<file path="src/sv/b64lw_pkg.sv">
`timescale 1ns / 1ps
// shared types, constants and the character lookup for the line-wrapping base64 encoder
// no dependencies
package b64lw_pkg;

	localparam int unsigned LINE_LEN_W = 10;
	localparam logic [LINE_LEN_W-1:0] LINE_LENGTH_RESET = 10'd76;
	localparam logic [7:0] NEWLINE_CHAR = 8'd10;
	localparam logic [7:0] PAD_CHAR = 8'd61;

	// work record for one input byte, passed from front to back
	typedef struct packed {
		logic [5:0] sextet0;
		logic [5:0] sextet1;
		logic       has_closing;
		logic [1:0] pad_count;
		logic       final_byte;
	} b64lw_rec_t;

	// one output character with its flags
	typedef struct packed {
		logic [7:0] out_char;
		logic       last_of_run;
		logic       end_of_message;
	} b64lw_out_t;

	// standard base64 alphabet
	function automatic logic [7:0] b64_char(input logic [5:0] s);
		logic [7:0] v;
		v = {2'b00, s};
		if (s < 6'd26) begin
			return v + 8'd65;
		end else if (s < 6'd52) begin
			return v + 8'd71;
		end else if (s < 6'd62) begin
			return v - 8'd4;
		end else if (s == 6'd62) begin
			return 8'd43;
		end else begin
			return 8'd47;
		end
	endfunction

endpackage

</file>
<file path="src/sv/base64_line_wrap_encoder_top.sv">
`timescale 1ns / 1ps
// top level of the line-wrapping base64 encoder
// depends on b64lw_pkg, b64lw_fifo, b64lw_front, b64lw_back
//
// input side is a queue: drive data_byte/final_byte with push, a transfer
// happens when push is high and full is low. final_byte closes the message,
// adds '=' pads and starts the next byte on a fresh line.
// result side is a queue: out_char/last_of_run/end_of_message are valid while
// empty is low, and a transfer happens when pop is high and empty is low.
// line_length is set through cfg_we/cfg_data; the user must write it only
// while the block is idle, which the block itself does not enforce. each
// byte turns into 1 to 4 characters plus up to two newlines, at most 6
// results; the back part emits one character per cycle while a record waits
// and the result queue has room. the first character of a byte goes through
// the record queue, then the result queue, before it is on the result ports.
// a two-entry record queue parts front from back, and a two-entry result
// queue parts back from the receiver: when pop stays low both fill, then
// full goes high; nothing is lost.
// reset clears phase, carry, column, both queues, and sets line_length to 76.
module base64_line_wrap_encoder_top (
	input  logic       clk,
	input  logic       arst_n,
	input  logic       push,
	output logic       full,
	input  logic [7:0] data_byte,
	input  logic       final_byte,
	input  logic       pop,
	output logic       empty,
	output logic [7:0] out_char,
	output logic       last_of_run,
	output logic       end_of_message,
	input  logic       cfg_we,
	input  logic [9:0] cfg_data
);
	import b64lw_pkg::*;

	logic [9:0]  line_length_q;
	b64lw_rec_t  front_rec;
	b64lw_rec_t  back_rec;
	logic        rec_empty;
	logic        rec_pop;
	logic        accept;
	logic        out_full;
	logic        out_push;
	b64lw_out_t  back_out;
	b64lw_out_t  head_out;

	assign accept = push && !full;

	// line length register
	always_ff @(posedge clk or negedge arst_n) begin
		if (!arst_n) begin
			line_length_q <= LINE_LENGTH_RESET;
		end else if (cfg_we) begin
			line_length_q <= cfg_data;
		end
	end

	// front: phase tracking
	b64lw_front u_front (
		.clk        (clk),
		.arst_n     (arst_n),
		.accept     (accept),
		.data_byte  (data_byte),
		.final_byte (final_byte),
		.rec        (front_rec)
	);

	// record queue between front and back
	b64lw_fifo #(
		.WIDTH($bits(b64lw_rec_t))
	) u_rec_fifo (
		.clk     (clk),
		.arst_n  (arst_n),
		.wr_en   (push),
		.wr_data (front_rec),
		.full    (full),
		.rd_en   (rec_pop),
		.rd_data (back_rec),
		.empty   (rec_empty)
	);

	// back: character sequencing
	b64lw_back u_back (
		.clk         (clk),
		.arst_n      (arst_n),
		.line_length (line_length_q),
		.rec         (back_rec),
		.rec_valid   (!rec_empty),
		.rec_pop     (rec_pop),
		.out_full    (out_full),
		.out_push    (out_push),
		.out_item    (back_out)
	);

	// result queue
	b64lw_fifo #(
		.WIDTH($bits(b64lw_out_t))
	) u_out_fifo (
		.clk     (clk),
		.arst_n  (arst_n),
		.wr_en   (out_push),
		.wr_data (back_out),
		.full    (out_full),
		.rd_en   (pop),
		.rd_data (head_out),
		.empty   (empty)
	);

	assign out_char       = head_out.out_char;
	assign last_of_run    = head_out.last_of_run;
	assign end_of_message = head_out.end_of_message;

endmodule

</file>
<file path="src/sv/b64lw_fifo.sv">
`timescale 1ns / 1ps
// two-entry register queue used between front and back and on the result side
// no package dependencies
module b64lw_fifo #(
	parameter int unsigned WIDTH = 8
) (
	input  logic             clk,
	input  logic             arst_n,
	input  logic             wr_en,
	input  logic [WIDTH-1:0] wr_data,
	output logic             full,
	input  logic             rd_en,
	output logic [WIDTH-1:0] rd_data,
	output logic             empty
);

	logic [WIDTH-1:0] mem_q [2];
	logic             wr_ptr_q;
	logic             rd_ptr_q;
	logic [1:0]       count_q;
	logic             do_wr;
	logic             do_rd;

	assign full    = (count_q == 2'd2);
	assign empty   = (count_q == 2'd0);
	assign do_wr   = wr_en && !full;
	assign do_rd   = rd_en && !empty;
	assign rd_data = mem_q[rd_ptr_q];

	// storage
	always_ff @(posedge clk) begin
		if (do_wr) begin
			mem_q[wr_ptr_q] <= wr_data;
		end
	end

	// pointers and fill count
	always_ff @(posedge clk or negedge arst_n) begin
		if (!arst_n) begin
			wr_ptr_q <= 1'b0;
			rd_ptr_q <= 1'b0;
			count_q  <= 2'd0;
		end else begin
			if (do_wr) begin
				wr_ptr_q <= !wr_ptr_q;
			end
			if (do_rd) begin
				rd_ptr_q <= !rd_ptr_q;
			end
			if (do_wr && !do_rd) begin
				count_q <= count_q + 2'd1;
			end else if (do_rd && !do_wr) begin
				count_q <= count_q - 2'd1;
			end
		end
	end

endmodule

</file>
<file path="src/sv/b64lw_front.sv">
`timescale 1ns / 1ps
// front part: tracks group phase and carry bits, builds one work record per byte
// depends on b64lw_pkg
module b64lw_front (
	input  logic                 clk,
	input  logic                 arst_n,
	input  logic                 accept,
	input  logic [7:0]           data_byte,
	input  logic                 final_byte,
	output b64lw_pkg::b64lw_rec_t rec
);
	import b64lw_pkg::*;

	// position of the next byte within its group
	typedef enum logic [1:0] {
		PH_FIRST  = 2'd0,
		PH_SECOND = 2'd1,
		PH_THIRD  = 2'd2
	} phase_t;

	phase_t     phase_q;
	logic [3:0] carry_q;
	logic [3:0] carry_nxt;

	// split the byte by phase
	always_comb begin
		rec.final_byte = final_byte;
		case (phase_q)
			PH_SECOND: begin
				rec.sextet0     = {carry_q[1:0], data_byte[7:4]};
				rec.sextet1     = {data_byte[3:0], 2'b00};
				rec.has_closing = final_byte;
				rec.pad_count   = final_byte ? 2'd1 : 2'd0;
				carry_nxt       = data_byte[3:0];
			end
			PH_THIRD: begin
				rec.sextet0     = {carry_q, data_byte[7:6]};
				rec.sextet1     = data_byte[5:0];
				rec.has_closing = 1'b1;
				rec.pad_count   = 2'd0;
				carry_nxt       = 4'd0;
			end
			default: begin
				rec.sextet0     = data_byte[7:2];
				rec.sextet1     = {data_byte[1:0], 4'b0000};
				rec.has_closing = final_byte;
				rec.pad_count   = final_byte ? 2'd2 : 2'd0;
				carry_nxt       = {2'b00, data_byte[1:0]};
			end
		endcase
	end

	// phase and carry update on each transfer
	always_ff @(posedge clk or negedge arst_n) begin
		if (!arst_n) begin
			phase_q <= PH_FIRST;
			carry_q <= 4'd0;
		end else if (accept) begin
			if (final_byte || phase_q == PH_THIRD) begin
				phase_q <= PH_FIRST;
			end else if (phase_q == PH_SECOND) begin
				phase_q <= PH_THIRD;
			end else begin
				phase_q <= PH_SECOND;
			end
			carry_q <= final_byte ? 4'd0 : carry_nxt;
		end
	end

endmodule

</file>
<file path="src/sv/b64lw_back.sv">
`timescale 1ns / 1ps
// back part: walks each work record one character per cycle while the result queue has room, inserts newlines
// depends on b64lw_pkg
module b64lw_back (
	input  logic                  clk,
	input  logic                  arst_n,
	input  logic [9:0]            line_length,
	input  b64lw_pkg::b64lw_rec_t rec,
	input  logic                  rec_valid,
	output logic                  rec_pop,
	input  logic                  out_full,
	output logic                  out_push,
	output b64lw_pkg::b64lw_out_t out_item
);
	import b64lw_pkg::*;

	// character slot within one work record
	typedef enum logic [1:0] {
		ST_DATA0 = 2'd0,
		ST_DATA1 = 2'd1,
		ST_PAD0  = 2'd2,
		ST_PAD1  = 2'd3
	} step_t;

	step_t      step_q;
	logic       nl_done_q;
	logic [9:0] col_q;
	logic       is_data;
	logic       need_nl;
	logic       is_last;
	logic       fire;
	logic [5:0] sextet;

	// decide the next character
	always_comb begin
		is_data = (step_q == ST_DATA0) || (step_q == ST_DATA1);
		sextet  = (step_q == ST_DATA0) ? rec.sextet0 : rec.sextet1;
		need_nl = is_data && (col_q >= line_length) && !nl_done_q;
		case (step_q)
			ST_DATA0: is_last = !rec.has_closing;
			ST_DATA1: is_last = (rec.pad_count == 2'd0);
			ST_PAD0:  is_last = (rec.pad_count == 2'd1);
			default:  is_last = 1'b1;
		endcase
		fire    = rec_valid && !out_full;
		out_push = fire;
		rec_pop  = fire && !need_nl && is_last;
		if (need_nl) begin
			out_item.out_char = NEWLINE_CHAR;
		end else if (is_data) begin
			out_item.out_char = b64_char(sextet);
		end else begin
			out_item.out_char = PAD_CHAR;
		end
		out_item.last_of_run    = !need_nl && is_last;
		out_item.end_of_message = !need_nl && is_last && rec.final_byte;
	end

	// step, column and newline tracking
	always_ff @(posedge clk or negedge arst_n) begin
		if (!arst_n) begin
			step_q    <= ST_DATA0;
			nl_done_q <= 1'b0;
			col_q     <= 10'd0;
		end else if (fire) begin
			if (need_nl) begin
				nl_done_q <= 1'b1;
				col_q     <= 10'd0;
			end else begin
				nl_done_q <= 1'b0;
				if (is_last) begin
					step_q <= ST_DATA0;
					col_q  <= rec.final_byte ? 10'd0 : col_q + 10'd1;
				end else begin
					case (step_q)
						ST_DATA0: step_q <= ST_DATA1;
						ST_DATA1: step_q <= ST_PAD0;
						default:  step_q <= ST_PAD1;
					endcase
					col_q  <= col_q + 10'd1;
				end
			end
		end
	end

endmodule

</file>
<file path="config.mk">
export PLATFORM = sky130hd
export DESIGN_NAME = base64_line_wrap_encoder_top
export DESIGN_NICKNAME = d
export VERILOG_FILES = /design/src/sv/b64lw_pkg.sv /design/src/sv/base64_line_wrap_encoder_top.sv /design/src/sv/b64lw_fifo.sv /design/src/sv/b64lw_front.sv /design/src/sv/b64lw_back.sv
export SDC_FILE = /design/constraint.sdc
export NUM_CORES = 1
export LEC_CHECK = 0
export BUFFER_PORTS_ARGS = -buffer_cell sky130_fd_sc_hd__buf_4
export CAP_MARGIN = 5
export CORE_MARGIN = 4
export CORE_UTILIZATION = 56
export CTS_BUF_LIST = sky130_fd_sc_hd__clkbuf_8
export DETAILED_ROUTE_END_ITERATION = 8
export PLACE_DENSITY = 0.78
export SYNTH_ARGS = -nofsm -noshare
export SYNTH_HDL_FRONTEND = slang
export SYNTH_SLANG_ARGS = --single-unit
</file>
<file path="constraint.sdc">
create_clock -name clk -period 2.7 [get_ports clk]
set_input_delay 0.405 -clock clk [delete_from_list [all_inputs] [get_ports clk]]
set_output_delay 0.405 -clock clk [all_outputs]
set_load 0.01 [all_outputs]
</file>
==> results of run 1 <==
worst max-delay path by stage:
| stage | start | end | slack (ns) | depth (start not counted) |
|---|---|---|---|---|
| CTS | u_back.step_q[0]$_DFFE_PN0N_ | u_out_fifo.mem_q[0][6]$_DFFE_PP_ | 0.09 | 10 |
| finish | u_back.step_q[0]$_DFFE_PN0N_ | u_out_fifo.mem_q[0][6]$_DFFE_PP_ | 0.11 | 10 |
| global placement | u_back.step_q[0]$_DFFE_PN0N_ | u_out_fifo.mem_q[0][6]$_DFFE_PP_ | 0.19 | 9 |
| global route | u_back.step_q[0]$_DFFE_PN0N_ | u_out_fifo.mem_q[1][6]$_DFFE_PP_ | -0.02 | 10 |
| floorplan | u_rec_fifo.rd_ptr_q$_DFFE_PN0P_ | u_out_fifo.mem_q[0][3]$_DFFE_PP_ | 0.13 | 9 |
| detailed placement | u_back.step_q[0]$_DFFE_PN0N_ | u_out_fifo.mem_q[0][6]$_DFFE_PP_ | 0.11 | 10 |
cells by family (layout without fill, tap and decap cells):
group                      Yosys count  count (layout)  synth area share, %
AOI/OAI and AO/OA                   98              98                 13.9
DFF                                 89              89                 52.5
xor gates and xnor gates            16              16                 2.95
adders and majority gates           21              21                 5.54
and+or+nand+nor                    121             121                 11.9
muxes                               34              34                 9.15
buffers and inverters               43              89                 4.03
where the power goes:
group / switching [uW] / leakage (uW) / internal (uW)
Sequential: 319 / 0.000945 / 2190
Clock: 476 / 0.000114 / 615
Combinational: 2110 / 0.00114 / 1640
Total: 2910 / 0.00220 / 4440
sequential cells by signal (all words and copies together), names as in the netlist, 2 cells and up:
| name | count |
|---|---|
| line_length_q | 10 |
| u_back.col_q | 10 |
| u_back.step_q | 2 |
| u_front.carry_q | 4 |
| u_front.phase_q | 2 |
| u_out_fifo.count_q | 2 |
| u_out_fifo.mem_q | 20 |
| u_rec_fifo.count_q | 2 |
| u_rec_fifo.mem_q | 32 |
cell usage in the layout (no fill, tap or decap), types with 3 or more instances in the layout:
master	Yosys	layout
clkbuf_8	0	9
a22o_1	4	4
o31ai_1	5	4
mux2i_1	15	15
dfstp_2	3	3
xnor2_1	10	10
nor2b_1	3	3
a221o_1	6	6
a21oi_1	19	18
nand3_1	10	10
xor2_1	6	6
inv_1	27	27
mux2_2	12	12
a22oi_1	10	10
edfxtp_1	52	52
o22ai_1	4	4
ha_1	21	19
bufinv_16	0	3
nor2_1	25	25
mux4_2	5	5
buf_4	2	46
nor3_1	13	13
and2_1	9	9
nand2b_1	4	4
or2_2	5	5
dfrtp_1	34	34
nand2_1	42	42
o21ai_0	32	32
per-stage QoR:
step	TNS [ns]	util [%]	setup slack [ns]	area, um2	total power (uW)
global placement	0	62.4	0.188	5120	6020
global route	-0.0333	65.6	-0.0167	5390	7880
detailed placement	0	62.4	0.106	5120	6170
floorplan	0	-	0.131	4750	5200
CTS	0	65.3	0.0859	5370	7270
finish	0	65.6	0.113	5390	7350
worst register-to-register path, stage by stage, from the launching register on:
cell	delay, ns
dfrtp_1	0.44
or2_1	0.29
buf_4	0.20
mux4_2	0.33
inv_1	0.15
ha_2	0.25
inv_1	0.07
a21oi_2	0.16
xnor2_1	0.09
o31ai_1	0.20
a21oi_1	0.12
cells in the mapped netlist (all sizes together), types with 2 or more instances:
library cell	n	area [um2]
o211ai	3	27.5
a221o	6	60.1
buf	6	52.5
xor2	6	52.6
nor2	26	100
nor4	2	12.5
and2	9	56.3
nand2b	4	25.0
dfstp	3	78.8
nor3b	2	15.0
o21bai	2	15.0
o31ai	5	37.5
xnor2	10	87.6
clkbuf	10	37.5
mux4	5	113
mux2	12	135
inv	27	101
a31oi	3	33.8
o21ai	34	170
nor2b	3	18.8
nor3	13	65.1
a22o	4	35.0
ha	21	263
a21oi	19	95.1
or2	7	43.8
nand3	10	50.1
a21boi	2	26.3
o22ai	4	25.0
edfxtp	52	1560
mux2i	17	186
nand2	42	158
a22oi	10	75.1
dfrtp	34	851
what timing repair did:
action	4_1_cts	5_1_grt
resized for setup	0	5
setup endpoints to repair	0	6
setup buffers	0	1
hold endpoints to repair	0	0
routing by layer:
metal	track usage [%]	vias to the layer above
li1	-	1610
met1	27.0	1589
met2	31.1	115
met3	3.13	15
met4	5.08	0
met5	0	-
area by class of cell:
class	count	area [um2]	share of cell area (%)
flip-flops and latches	89	2490	46.2
multi-input cells	290	2080	38.6
repair buffers	46	345	6.40
well taps	105	131	2.44
clock buffers	9	124	2.30
clock inverters	7	118	2.18
inverters	27	101	1.88
==> reports/qor.yml, run 1 <==
die_area_um2: 10000
io_buffer_count: 35
boundaryPins: 36
cts.reportedPaths.clkPinSlew_ns: 0.09
top_layer_used: "met4"
clk_path_buf_depth: 2
critPathMaxStageDelay_ns: 0.44
grt_pass1_vias: 3140
relSlewSlack_pct: 47.1
maxSlewViolCount: 0
final-hold-violation-count: 0
status: "complete, no violations"
synth_nets: 467
p_leak_uw: 0.00220
crit_top_cell: "inv_1"
drc: 0
vias: 3329
arrival_ns: 2.66
cts_inserted_buffers: 9
path_class: "reg -> reg"
grt.total_usage_pct: 19.1
async_reset_ff_share_pct: 41.6
power.density_nw_per_um2: 1360
grt_remaining_overflow: 0
ys_seq_elements: 89
worstHoldPathType: "in -> async"
holdBufCountCts: 0
synth_seq_area_share_pct: 52.5
synth-edff-count: 52
ant_nets: 0
wl_met3_um: 438
routed_wl_um: 9270
die_h_um: 100
timing.final.crit_period_ns: 2.59
row_count: 33
grt_start_max_net_pins: 38
skew_ns: 0.0131
dp.final_hpwl_um: 6800
n_antenna_cell: 0
r2r-start: "u_back.step_q[0]$_DFFE_PN0N_"
setup_viol: 0
wl_per_cell_um: 16.2
start_util_pct: 57.8
vdd_drop_max_uv: 795
synth_cell_types: 52
ff2ff_setup_slack_ns: 0.11
timing.final.crit_share_pct: 95.8
cts_tree: "yes"
critPathCaptureType: "flip-flop"
gp_congestion: 0.954
slowest_stage: "dfrtp_1"
critPathLaunchType: "flip-flop"
antenna_found_initial: 0
r2r-end: "u_out_fifo.mem_q[0][6]$_DFFE_PP_"
drt-met1-wl_um: 4180
wl_met2_um: 4520
final_cells: 573
synth_cells: 422
dr.first_iter.drc_count: 213
insertion_delay_ns: 0.36
timing.hold.ws_ns: 0.00168
dieWidth_um: 100
cp_max_fo: 7
cts_num_sinks: 89
core_area_um2: 8220
area_growth_pct: 13.7
reg2reg_depth: 10
nNetsFinal: 508
tightest_slew_ns: 0.790
synth_top_flop_cell: "edfxtp_1"
grt_pass1_wl_um: 15500
max_freq_mhz: 387
path_cells: "or2_1 -> buf_4 -> mux4_2 -> inv_1 -> ha_2 -> inv_1 -> a21oi_2 -> xnor2_1 -> o31ai_1 -> a21oi_1"
syn_area_um2: 4750
synth_warnings: 0
avgSynthCellArea_um2: 11.2
path_delay_family: "compound AO/OA/AOI/OAI gates"
worstPathRequired_ns: 2.77
drive_gt1_share_pct: 21.2
cap_viol_max_count: 0
dp.cells: 556
dr.pass1.iters: 6
cts_max_level: 3
nFillCells: 617
cts-root-buf: "clkbuf_8"
cp_num_buf_inv: 3
vias_per_cell: 5.81
Note: power is estimated with default switching activity, not from simulation.
==> inputs of run 2 (changes only) <==
Settings changed: SETUP_SLACK_MARGIN set to 0.3.
==> reports/qor.yml, run 2 (synthesized netlist as in run 1, its figures left out) <==
status: "complete, no violations"
die_area_um2: 10000
final_core_util_pct: 68.5
cp_max_fo: 6
combinationalPowerShare_pct: 56.7
path_cells: "buf_4 -> buf_6 -> mux4_2 -> inv_4 -> ha_4 -> inv_1 -> a21oi_4 -> xnor2_1 -> o31ai_2 -> a21oi_2"
cts-root-buf: "clkbuf_8"
nNetsFinal: 519
boundaryPins: 36
grt_pass1_vias: 3350
clk_path_buf_depth: 2
p_clk_share_pct: 11.3
grt_remaining_overflow: 0
p_switching_uw: 3260
grt.total_usage_pct: 20.2
cts_num_sinks: 89
setup_tns_ns: 0
ant_nets: 0
cts_max_level: 3
drive_gt1_share_pct: 29.0
start_util_pct: 57.8
final-hold-violation-count: 0
grt_start_max_net_pins: 38
worstHoldPathType: "in -> async"
vias: 3407
cts.reportedPaths.clkPinSlew_ns: 0.09
grt_pass1_wl_um: 16200
setup_viol: 0
power.density_nw_per_um2: 1390
dr.first_iter.drc_count: 132
reg_top3: "u_rec_fifo.mem_q: 32 flops, u_out_fifo.mem_q: 20 flops"
p_int_uw: 4590
pwr-share-seq_pct: 32.0
core_area_um2: 8220
p_leak_uw: 0.00225
layout_common_cells: "buf_4, edfxtp_1, nand2_1"
timing.final.crit_share_pct: 90.8
worstPathRequired_ns: 2.80
vdd_drop_max_uv: 726
cts_tree: "yes"
cts_inserted_buffers: 9
dp.final_hpwl_um: 6930
vias_per_cell: 5.83
wl_per_cell_um: 16.8
maxSlewViolCount: 0
cap_viol_max_count: 0
layout_commonest_cell: "buf_4"
max_freq_mhz: 408
io_buffer_count: 35
area_growth_pct: 18.6
relSlewSlack_pct: 46.1
p_sw_share_pct: 41.5
largest_register_ffs: 32
die_h_um: 100
drc: 0
rsz0062_at_grt: "true"
critPathCaptureType: "flip-flop"
critPathMaxStageDelay_ns: 0.56
cp_num_buf_inv: 4
dr.pass1.iters: 4
n_antenna_cell: 0
skew_ns: 0.0140
antenna_found_initial: 0
row_count: 33
slowest_stage: "mux4_2"
path_delay_family: "multiplexers"
regMostFlops: "u_rec_fifo.mem_q"
gp_congestion: 0.843
arrival_ns: 2.55
insertion_delay_ns: 0.36
timing.final.crit_period_ns: 2.45
tightest_slew_ns: 0.806
routed_wl_um: 9840
critPathLaunchType: "flip-flop"
dieWidth_um: 100
path_class: "reg -> reg"
==> run 2: changes by cell type in the layout (fill, tap and decap cells not counted), sizes merged <==
cell,previous run,this run
buf,46,57
bufinv,3,1
clkinv,1,2
inv,28,29
==> run 2: timing repair <==
item	4_1_cts	5_1_grt
endpoints found under the setup margin	28	32
hold buffers	0	0
endpoints found under the hold margin	0	0
buffers inserted	5	7
gates resized for setup	10	32
pin swaps	4	8
==> run 2: cell type report <==
class,count,area (um2)
Tap cell,105,131
Timing Repair Buffer,57,432
Sequential cell,89,2490
Clock inverter,7,70.1
Multi-Input combinational cell,290,2270
Clock buffer,9,124
Fill cell,612,2590
Inverter,27,106
==> run 2: per-stage QoR <==
step / instance area (um2) / cells / power, uW / hold WS (ns) / setup WS (ns)
2_1_floorplan: 4780 / 422 / 5260 / 0.109 / 0.228
3_3_place_gp: 5150 / 556 / 6060 / 0.400 / 0.182
3_5_place_dp: 5150 / 556 / 6240 / 0.402 / 0.0759
4_1_cts: 5420 / 577 / 7310 / 0.00709 / 0.275
5_1_grt: 5630 / 584 / 8380 / 0.0266 / 0.170
6_report: 5630 / 584 / 7850 / 0.000158 / 0.249
==> run 2: worst paths after layout <==
check                                                 from                          endpoint  slack (ns)  depth (start not counted)
max in group asynchronous                           arst_n      u_back.step_q[0]$_DFFE_PN0N_        2.31                          1
min                                                 arst_n   u_rec_fifo.wr_ptr_q$_DFFE_PN0P_      0.0002                          1
max reg2reg                u_rec_fifo.rd_ptr_q$_DFFE_PN0P_  u_out_fifo.mem_q[0][6]$_DFFE_PP_        0.25                         10
min reg2reg                u_rec_fifo.wr_ptr_q$_DFFE_PN0P_   u_rec_fifo.wr_ptr_q$_DFFE_PN0P_        0.51                          1
max                        u_rec_fifo.rd_ptr_q$_DFFE_PN0P_  u_out_fifo.mem_q[0][6]$_DFFE_PP_        0.25                         10
min in group clk                               cfg_data[8]      line_length_q[8]$_DFFE_PN0P_        0.25                          3
==> run 2: power by group through the flow <==
stage / clock (uW) / combinational (uW) / sequential (uW)
after CTS: 907 / 3890 / 2510
final: 891 / 4450 / 2510
after global placement: 0 / 3550 / 2510
after floorplan: 0 / 2850 / 2410
after global routing: 973 / 4830 / 2570
after detailed placement: 0 / 3690 / 2550
==> run 2: routing by layer <==
metal  GRT usage, %  vias up  wire length (um)  part of all wire, %
li1               -     1639                 -                    -
met1           25.5     1639              4180                   42
met2           34.8       97              4910                   50
met3           3.54       32               458                  4.7
met4           7.98        0               289                  2.9
met5              0        -                 0                    0
